File: src/design/lkv_pkg.sv
`timescale 1ns / 1ps
// ----------------------------------------------------------------------------
// lkv_pkg: shared types and constants of the LRU key/value cache
// Sizes of the entry chain and the structs passed between control and cells.
// ----------------------------------------------------------------------------
package lkv_pkg;

    // number of cells in the recency chain
    localparam int NUM_ENTRIES = 16;
    localparam int IDX_W       = (NUM_ENTRIES > 1) ? $clog2(NUM_ENTRIES) : 1;
    localparam int CNT_W       = $clog2(NUM_ENTRIES + 1);
    localparam int KEY_W       = 32;
    localparam int VAL_W       = 32;
    localparam int CAP_W       = 5;
    localparam int CMP_W       = (CNT_W > CAP_W) ? CNT_W : CAP_W;

    localparam logic [CAP_W-1:0] CAP_RESET = 5'd16;

    // command codes
    localparam logic CMD_GET = 1'b0;
    localparam logic CMD_PUT = 1'b1;

    // one entry moving down the chain
    typedef struct packed {
        logic             valid;
        logic [KEY_W-1:0] key;
        logic [VAL_W-1:0] value;
    } lkv_entry_t;

    // selection carried up the chain toward cell 0
    typedef struct packed {
        logic             any;
        logic [KEY_W-1:0] key;
        logic [VAL_W-1:0] value;
    } lkv_sel_t;

    // broadcast control from the controller to every cell
    typedef struct packed {
        logic             cmp_en;
        logic             upd;
        logic [KEY_W-1:0] cmp_key;
    } lkv_ctl_t;

endpackage

File: src/design/lkv_cell.sv
`timescale 1ns / 1ps
// ----------------------------------------------------------------------------
// lkv_cell: one recency position of the LRU chain
// Holds an entry, compares it against the incoming key, and during an update
// takes the entry of its more recent neighbor when a mark lies at or below it.
// ----------------------------------------------------------------------------
module lkv_cell
    import lkv_pkg::*;
(
    input  logic       clk,
    input  logic       rst_n,
    input  lkv_ctl_t   ctl,
    input  logic       ins_mark,
    input  lkv_entry_t entry_in,
    output lkv_entry_t entry_out,
    input  lkv_sel_t   sel_in,
    output lkv_sel_t   sel_out,
    output logic       hit
);

    logic             valid_reg;
    logic [KEY_W-1:0] key_reg;
    logic [VAL_W-1:0] value_reg;
    logic             hit_reg;
    logic             mark;
    logic             shift;

    // this cell is the one being promoted or replaced
    assign mark  = hit_reg | ins_mark;
    // shift when the marked cell is here or further down the chain
    assign shift = ctl.upd & (mark | sel_in.any);

    assign sel_out.any   = mark | sel_in.any;
    assign sel_out.key   = mark ? key_reg : sel_in.key;
    assign sel_out.value = mark ? value_reg : sel_in.value;

    assign entry_out.valid = valid_reg;
    assign entry_out.key   = key_reg;
    assign entry_out.value = value_reg;

    assign hit = hit_reg;

    // control state: valid flag and registered match
    always_ff @(posedge clk or negedge rst_n)
    begin
        if (!rst_n)
        begin
            valid_reg <= 1'b0;
            hit_reg   <= 1'b0;
        end
        else
        begin
            if (ctl.cmp_en)
            begin
                hit_reg <= valid_reg & (key_reg == ctl.cmp_key);
            end
            else if (ctl.upd)
            begin
                hit_reg <= 1'b0;
            end
            if (shift)
            begin
                valid_reg <= entry_in.valid;
            end
        end
    end

    // payload
    always_ff @(posedge clk)
    begin
        if (shift)
        begin
            key_reg   <= entry_in.key;
            value_reg <= entry_in.value;
        end
    end

endmodule

File: src/design/lkv_ctrl.sv
`timescale 1ns / 1ps
// ----------------------------------------------------------------------------
// lkv_ctrl: transaction control of the LRU key/value cache
// Latches a request, tracks occupancy and capacity, picks the insertion or
// eviction position and registers the one-cycle result.
// ----------------------------------------------------------------------------
module lkv_ctrl
    import lkv_pkg::*;
(
    input  logic                   clk,
    input  logic                   rst_n,
    input  logic                   start,
    output logic                   busy,
    input  logic                   command,
    input  logic [KEY_W-1:0]       key,
    input  logic [VAL_W-1:0]       value,
    input  logic                   cfg_valid,
    output logic                   cfg_ready,
    input  logic [CAP_W-1:0]       cfg_data,
    output logic                   done,
    output logic                   found,
    output logic [VAL_W-1:0]       read_value,
    output logic                   evicted,
    output logic [KEY_W-1:0]       evicted_key,
    input  logic [NUM_ENTRIES-1:0] hit_vec,
    input  lkv_sel_t               sel,
    output lkv_ctl_t               ctl,
    output logic [NUM_ENTRIES-1:0] ins_mark,
    output lkv_entry_t             head
);

    logic             busy_reg;
    logic             done_reg;
    logic             cmd_reg;
    logic [KEY_W-1:0] key_reg;
    logic [VAL_W-1:0] value_reg;
    logic [CNT_W-1:0] occ_reg;
    logic [CNT_W-1:0] occ_next;
    logic [CAP_W-1:0] cap_reg;

    logic             found_reg;
    logic [VAL_W-1:0] read_value_reg;
    logic             evicted_reg;
    logic [KEY_W-1:0] evicted_key_reg;

    logic             accept;
    logic             hit_any;
    logic             put_miss;
    logic             evict;
    logic [CMP_W-1:0] cap_ext;
    logic [CMP_W-1:0] eff_cap;
    logic [CNT_W-1:0] occ_m1;
    logic [IDX_W-1:0] ins_pos;

    assign accept    = start & ~busy_reg;
    assign busy      = busy_reg;
    assign cfg_ready = 1'b1;

    assign done        = done_reg;
    assign found       = found_reg;
    assign read_value  = read_value_reg;
    assign evicted     = evicted_reg;
    assign evicted_key = evicted_key_reg;

    // compare runs in the accept cycle against the port key
    assign ctl.cmp_en  = accept;
    assign ctl.upd     = busy_reg;
    assign ctl.cmp_key = key;

    // effective capacity: zero acts as one, clipped at the chain length
    assign cap_ext = CMP_W'(cap_reg);
    always_comb
    begin
        if (cap_ext == '0)
        begin
            eff_cap = CMP_W'(1);
        end
        else if (cap_ext > CMP_W'(NUM_ENTRIES))
        begin
            eff_cap = CMP_W'(NUM_ENTRIES);
        end
        else
        begin
            eff_cap = cap_ext;
        end
    end

    assign hit_any  = |hit_vec;
    assign put_miss = (cmd_reg == CMD_PUT) & ~hit_any;
    assign evict    = put_miss & (CMP_W'(occ_reg) >= eff_cap);

    // evict replaces the least recent cell, otherwise fill the first free one
    assign occ_m1  = occ_reg - CNT_W'(1);
    assign ins_pos = evict ? occ_m1[IDX_W-1:0] : occ_reg[IDX_W-1:0];

    always_comb
    begin
        for (int i = 0; i < NUM_ENTRIES; i++)
        begin
            ins_mark[i] = busy_reg & put_miss & (ins_pos == IDX_W'(i));
        end
    end

    // new head entry: the request key, with new or promoted value
    assign head.valid = 1'b1;
    assign head.key   = key_reg;
    assign head.value = (cmd_reg == CMD_PUT) ? value_reg : sel.value;

    assign occ_next = (busy_reg & put_miss & ~evict) ? occ_reg + CNT_W'(1) : occ_reg;

    // control state
    always_ff @(posedge clk or negedge rst_n)
    begin
        if (!rst_n)
        begin
            busy_reg <= 1'b0;
            done_reg <= 1'b0;
            occ_reg  <= '0;
            cap_reg  <= CAP_RESET;
        end
        else
        begin
            busy_reg <= accept;
            done_reg <= busy_reg;
            occ_reg  <= occ_next;
            if (cfg_valid)
            begin
                cap_reg <= cfg_data;
            end
        end
    end

    // request and result payload
    always_ff @(posedge clk)
    begin
        if (accept)
        begin
            cmd_reg   <= command;
            key_reg   <= key;
            value_reg <= value;
        end
        if (busy_reg)
        begin
            found_reg       <= hit_any;
            read_value_reg  <= ((cmd_reg == CMD_GET) & hit_any) ? sel.value : '0;
            evicted_reg     <= evict;
            evicted_key_reg <= evict ? sel.key : '0;
        end
    end

`ifndef SYNTH
    // an update cycle is always followed by exactly one result strobe
    assert property (@(posedge clk) disable iff (!rst_n) busy_reg |=> done_reg)
        else $error("result strobe missing after update");
    // keys in the chain stay distinct
    assert property (@(posedge clk) disable iff (!rst_n) busy_reg |-> $onehot0(hit_vec))
        else $error("more than one cell matched");
    // occupancy never exceeds the chain length
    assert property (@(posedge clk) disable iff (!rst_n)
        CMP_W'(occ_reg) <= CMP_W'(NUM_ENTRIES))
        else $error("occupancy overflow");
    // a hit never evicts
    assert property (@(posedge clk) disable iff (!rst_n) (done_reg & evicted_reg) |-> !found_reg)
        else $error("eviction reported on a hit");
`endif

endmodule

File: src/design/lru_key_value_cache.sv
`timescale 1ns / 1ps
// ----------------------------------------------------------------------------
// lru_key_value_cache: fully associative key/value cache, LRU replacement
// Entries are kept in a chain of cells ordered by recency; cell 0 is the
// most recent and the valid cells form a prefix of the chain.
// ----------------------------------------------------------------------------
// Usage: a transaction is taken when start is high and busy is low. The
// key is compared against all cells in the accept cycle, and in the next
// cycle (busy high) the chain from cell 0 down to the promoted or inserted
// position shifts one place toward the tail. The result appears
// for exactly one cycle with done high, in the cycle after busy; the receiver
// cannot stall it, so it must capture it then. A new transaction may start in
// that same cycle. The capacity register is written over cfg_valid/cfg_data
// (cfg_ready is always high) and must only change while no transaction is in
// flight. Reset clears all entries at once; no clearing pass is needed.
module lru_key_value_cache
    import lkv_pkg::*;
(
    input  logic             clk,
    input  logic             rst_n,
    input  logic             start,
    output logic             busy,
    input  logic             command,
    input  logic [KEY_W-1:0] key,
    input  logic [VAL_W-1:0] value,
    input  logic             cfg_valid,
    output logic             cfg_ready,
    input  logic [CAP_W-1:0] cfg_data,
    output logic             done,
    output logic             found,
    output logic [VAL_W-1:0] read_value,
    output logic             evicted,
    output logic [KEY_W-1:0] evicted_key
);

    lkv_ctl_t               ctl;
    lkv_entry_t             head;
    logic [NUM_ENTRIES-1:0] hit_vec;
    logic [NUM_ENTRIES-1:0] ins_mark;
    lkv_entry_t             entry_chain [NUM_ENTRIES+1];
    lkv_sel_t               sel_chain   [NUM_ENTRIES+1];

    // chain ends: head entry enters cell 0, nothing selected past the tail
    assign entry_chain[0]         = head;
    assign sel_chain[NUM_ENTRIES] = '0;

    lkv_ctrl u_ctrl (
        .clk         (clk),
        .rst_n       (rst_n),
        .start       (start),
        .busy        (busy),
        .command     (command),
        .key         (key),
        .value       (value),
        .cfg_valid   (cfg_valid),
        .cfg_ready   (cfg_ready),
        .cfg_data    (cfg_data),
        .done        (done),
        .found       (found),
        .read_value  (read_value),
        .evicted     (evicted),
        .evicted_key (evicted_key),
        .hit_vec     (hit_vec),
        .sel         (sel_chain[0]),
        .ctl         (ctl),
        .ins_mark    (ins_mark),
        .head        (head)
    );

    // recency chain
    for (genvar i = 0; i < NUM_ENTRIES; i++)
    begin : g_cell
        lkv_cell u_cell (
            .clk       (clk),
            .rst_n     (rst_n),
            .ctl       (ctl),
            .ins_mark  (ins_mark[i]),
            .entry_in  (entry_chain[i]),
            .entry_out (entry_chain[i+1]),
            .sel_in    (sel_chain[i+1]),
            .sel_out   (sel_chain[i]),
            .hit       (hit_vec[i])
        );
    end

endmodule

File: config.mk
export PLATFORM = sky130hd
export DESIGN_NAME = lru_key_value_cache
export DESIGN_NICKNAME = d
export VERILOG_FILES = /design/src/design/lkv_pkg.sv /design/src/design/lkv_cell.sv /design/src/design/lkv_ctrl.sv /design/src/design/lru_key_value_cache.sv
export SDC_FILE = /design/constraint.sdc
export NUM_CORES = 2
export LEC_CHECK = 0
export BUFFER_PORTS_ARGS = -buffer_cell sky130_fd_sc_hd__buf_4
export CAP_MARGIN = 10
export CORE_MARGIN = 2
export CORE_UTILIZATION = 40
export DETAILED_ROUTE_END_ITERATION = 16
export GPL_TIMING_DRIVEN = 0
export PLACE_DENSITY_LB_ADDON = 0.25
export SETUP_SLACK_MARGIN = 0.15
export SYNTH_ARGS = -nofsm -noshare
export SYNTH_HDL_FRONTEND = slang
export SYNTH_SLANG_ARGS = --single-unit
File: constraint.sdc
create_clock -name clk -period 14 [get_ports clk]
set_input_delay 2.8 -clock clk [delete_from_list [all_inputs] [get_ports clk]]
set_output_delay 2.8 -clock clk [all_outputs]
set_load 0.02 [all_outputs]
# [Yosys cells after proc, flatten, opt, wreduce, memory -nomap -nowiden]
# Cells that the tools add are included.
[totals] register_bits=1199 latch_bits=0 ram_bits=0 rom_bits=0 in_bits=74 output_inout_bits=69 mem_count=0
[op_classes] addsub=2 mul=0 div_mod_pow=0 magnitude_cmp=2 n_eq_ne=31 n_shift=0 n_mux=53 n_bitwise=89 n_reduce_logical=4
[ops] cell="$mux 32" count=33
[ops] cell="$eq 32x32->1" count=16
[ops] cell="$and 1x1->1" count=54
[ops] cell="$eq 4x4->1 const B" count=8
[ops] cell="$or 1x1->1" count=31
[ops] cell="$mux 1" count=17
[ops] cell="$eq 4x3->1 const B" count=4
[ops] cell="$reduce_or 16->1" count=1
[ops] cell="$mux 5" count=2
[ops] cell="$eq 4x2->1 const B" count=2
[ops] cell="$add 5x1->5 const B" count=1
[ops] cell="$ge 5x5->1" count=1
[ops] cell="$gt 5x5->1 const B" count=1
[ops] cell="$logic_not 5->1" count=1
[ops] cell="$eq 4x1->1 const B" count=1
[ops] cell="$logic_not 4->1" count=1
[ops] cell="$mux 4" count=1
[ops] cell="$not 1->1" count=4
[ops] cell="$sub 4x1->4 const B" count=1
[ops] cell="$reduce_bool 2->1" count=1

# [Depth between registers and ports, before layout]
[logic_depth] ltp_word=26 ltp_mapped=18 ltp_nobuf=14

# [Modules after synthesis]
# A second synthesis with hierarchy kept.
[hier_totals] hier_cells=3376 area_unflattened_um2=55941.2
[modules_own_cells] mod="lkv_cell" instances=16 cells_each=186 area_per_inst_um2=3120.5
[modules_own_cells] mod="lkv_ctrl" instances=1 cells_each=399 area_per_inst_um2=6009.5
[modules_own_cells] mod="lru_key_value_cache" instances=1 cells_each=1 area_per_inst_um2=3.8

# [Least setup slack after synthesis]
# No wires, ideal clock.
[synth_timing] path_kind="register -> register" startpoint="register u_ctrl.busy_reg (netlist: u_ctrl.busy)" endpoint="register g_cell[15].u_cell.valid_reg" t_arrival_ns=8.247 t_required_ns=13.911 slack_ns=5.664 path_stages_with_launch=6 path_buffers=0 period_less_slack_ns=8.336 cell_sequence="dfrtp_1 -> and4_1 -> a32oi_1 -> a21o_1 -> a21boi_0 -> mux2_2"
[synth_between] elab_chain_cells=4
[synth_rtl] element="start: declaration" line_no="lkv_ctrl.sv:32" rtl="logic busy_reg;"
[synth_rtl] element="start signal: assignment" line_no="lkv_ctrl.sv:123" rtl="busy_reg <= accept;"
[synth_rtl] element="$and 1x1->1 (2 in series)" line_no="lkv_ctrl.sv:100" rtl="ins_mark[i] = busy_reg & put_miss & (ins_pos == IDX_W'(i));"
[synth_rtl] element="$or 1x1->1" line_no="lkv_cell.sv:29" rtl="assign mark = hit_reg | ins_mark;"
[synth_rtl] element="$and 1x1->1 *" line_no="lkv_cell.sv:31" rtl="assign shift = ctl.upd & (mark | sel_in.any);"
[synth_rtl] element="named net g_cell[15].u_cell.shift" line_no="lkv_cell.sv:26" rtl="logic shift;"
[synth_rtl] element="end signal: assignment" line_no="lkv_cell.sv:63" rtl="valid_reg <= entry_in.valid;"
[synth_rtl] element="end: declaration" line_no="lkv_cell.sv:21" rtl="logic valid_reg;"
# The timed path passes the listed nets; every way through them passes the cells marked *.
# A chain may end at the register's enable or synchronous reset.

==> reports/qor.yml <==
cp_top_family: "compound AO/OA/AOI/OAI gates"
finalSetupViolCount: 0
synthTopCellsByArea: "edfxtp_1 (65%), xor2_1 (6.0%), xnor2_1 (2.4%)"
total_power_mw: 9.71
cts_buffer_depth: 3
p_seq_share_pct: 46.7
synthFlopType: "edfxtp_1"
worst-setup-path-type: "reg2reg"
slew_viol_final: 0
routed_wl_mm: 188
fin_crit_sh_pct: 46.8
cts_resized: 0
placement.io_buffers: 141
crit_required_ns: 14.43
synth-edff-count: 1155
hp-class: "reg2reg"
synth_cells: 4100
tightestPinTransition_ns: 1.35
cp_data_arrival_time_ns: 6.99
p_leak_nw: 20.1
grtUsageTotal_pct: 27.0
hpwlAfterDp_mm: 150
min_period_ns: 6.55
status: "completed"
design.die.area_sq_um: 137000
fin_setup_tns_ns: 0
grt.overflow.total: 0
hold_buffers: 0
p_per_area_nw_per_um2: 158
yosysWarningCount: 0
internal_power_mw: 6.82
dieHeight_um: 370
io_pins: 143
timing.critical_path.buf_inv: 4
drt_iter0_drc: 5724
area_growth_pct: 14.8
mostFrequentLayoutCells: "edfxtp_1 (1155), xor2_1 (368), nand2_1 (304)"
final_layout_size_suffix_gt1_share_pct: 9.03
antenna_found_initial: 2
worst-path-max-fanout: 10
skew_ns: 0.0256
hold_viol: 0
grt_pass1_wl_mm: 261
synth_area_sq_um: 53700
netlist.area_leader.share_pct: 64.6
layout.cells.non_filler: 6264
htreeDepth: 4
wl_per_cell_um: 30.0
p_clk_share_pct: 35.9
gp_congestion: 0.985
cts-root-buf: "clkbuf_16"
yosys.area.top_type: "edfxtp_1"
num_antenna_cells: 0
cp-end-kind: "register"
fp-row-count: 134
seq_area_frac_synth_pct: 66.7
crit_chain: "inv_1, ha_1, nor2b_1, o21a_1, o21ai_0, clkbuf_1, a41oi_1, a211oi_1, nor2_1, clkbuf_1, clkbuf_1, nor2_1, nor2_1, a21oi_1, nand3_1"
ys_types: 75
clk_pin_slew_worst_paths_ns: 0.06
async_flop_share_pct: 3.67
initial_core_util_pct: 40.3
fin_util_pct: 46.2
clock_sinks: 1199
via_per_inst: 5.95
core_area_sq_um: 133000
fmax_mhz: 153
cp-start-kind: "register"
grt_pass1_vias: 35145
drv_cap: 0
rsz0062_at_grt: "false"
grt_max_degree: 66
final_common_cell: "edfxtp_1"
postCtsSetupRepairBufs: 0
power.share.switching_pct: 29.7
clock_latency_ns: 0.78
cts_tree: "built"
postRouteAntennaNets: 0
syn-num-nets: 4181
max_stage_delay_ns: 1.10
maxSlewHeadroom_pct: 9.46
cts_made_buffers: 135
power.switching_mw: 2.89
vias: 37269
ys_seq_elements: 1199
drc: 0
first_pass_iters: 6
syn_area_per_cell_sq_um: 13.1
p_comb_share_pct: 17.4
die_w_um: 370
fin_nets: 4475
peakVddDrop_mv: 0.134
crit_slowest_cell: "a211oi_1"
dp.cells: 6025
## power by group through the flow
stage / sequential, mW / clock, mW / combinational (mW)
floorplan: 4.58 / 0 / 0.907
finish: 4.53 / 3.49 / 1.69
detailed placement: 4.60 / 0 / 1.64
CTS: 4.53 / 3.52 / 1.65
global placement: 4.62 / 0 / 1.60
global route: 4.56 / 3.66 / 1.78
## worst reg2reg max path, delay by kind of cell, from the launching register on
family	cells	cell delay, ns
buffers and inverters	4	1.43
adder cells (fa/ha/maj)	1	0.32
AO/OA/AOI/OAI	5	2.70
flip-flops	1	0.47
AND/OR/NAND/NOR	5	1.32
## cell families after synthesis
group / synth area share (%)
flops: 66.7
compound gates: 13.0
simple gates: 8.93
xor+xnor: 8.45
buf+inv: 2.43
mux: 0.399
fa+ha+maj: 0.163
other cells: 0.00698
## stage by stage
step | worst slack, ns | hold slack, ns | instance area (sq um)
detailed placement | 7.63 | 0.405 | 57400
global route | 7.33 | 0.423 | 61600
CTS | 7.78 | 0.418 | 61600
finish | 7.45 | 0.413 | 61600
floorplan | 5.66 | 0.400 | 53700
global placement | 1.18 | 0.400 | 57000
## final cells by class
type | instances | area (sq um)
tap | 1768 | 2210
buffer | 313 | 1220
fill | 12093 | 71700
clock inverter | 68 | 659
sequential | 1199 | 35800
multi-input combinational | 2563 | 16700
inverter | 25 | 93.8
clock buffer | 171 | 3600
timing repair buffer | 157 | 1390
## worst paths after layout
kind	startpoint	slack, ns	to	cells past startpoint
max in group asynchronous	rst_n	11.28	u_ctrl.busy$_DFF_PN0_	1
min in group asynchronous	rst_n	2.09	g_cell[15].u_cell.hit$_DFFE_PN0P_	1
max reg2reg	u_ctrl.occ_reg[0]$_DFFE_PN0P_	7.45	g_cell[0].u_cell.value_reg[17]$_DFFE_PP_	15
max	u_ctrl.occ_reg[0]$_DFFE_PN0P_	7.45	g_cell[0].u_cell.value_reg[17]$_DFFE_PP_	15
min	u_ctrl.key_reg[9]$_DFFE_PP_	0.41	g_cell[0].u_cell.key_reg[9]$_DFFE_PP_	0
min reg2reg	u_ctrl.key_reg[9]$_DFFE_PP_	0.41	g_cell[0].u_cell.key_reg[9]$_DFFE_PP_	0
## per-layer routing
metal,part of all wire (%),track usage [%]
met5,0,0
met4,2.8,7.70
met3,10,6.25
met2,41,37.9
met1,45,41.5
## synth_stat cells (5+ instances only)
cell / count
a32oi_1: 13
nand3_1: 110
nand4_1: 102
ha_1: 7
o21ai_0: 163
a22oi_1: 22
buf_2: 9
mux2_2: 15
buf_1: 33
clkbuf_1: 266
o21ai_1: 8
nor4_1: 124
inv_1: 25
a211oi_1: 94
dfrtp_1: 43
o211ai_1: 109
and2_1: 8
o31a_1: 11
nand2_1: 305
a22o_1: 38
a31oi_1: 46
a221oi_1: 86
xnor2_1: 150
edfxtp_1: 1155
a21oi_1: 226
a211o_1: 23
nor2_1: 220
o2bb2ai_1: 38
or3_1: 47
o221a_2: 5
nor3_1: 57
xor2_1: 368
o221ai_1: 67
o22ai_1: 27
or2_2: 7
(Power assumes the default switching activity.)
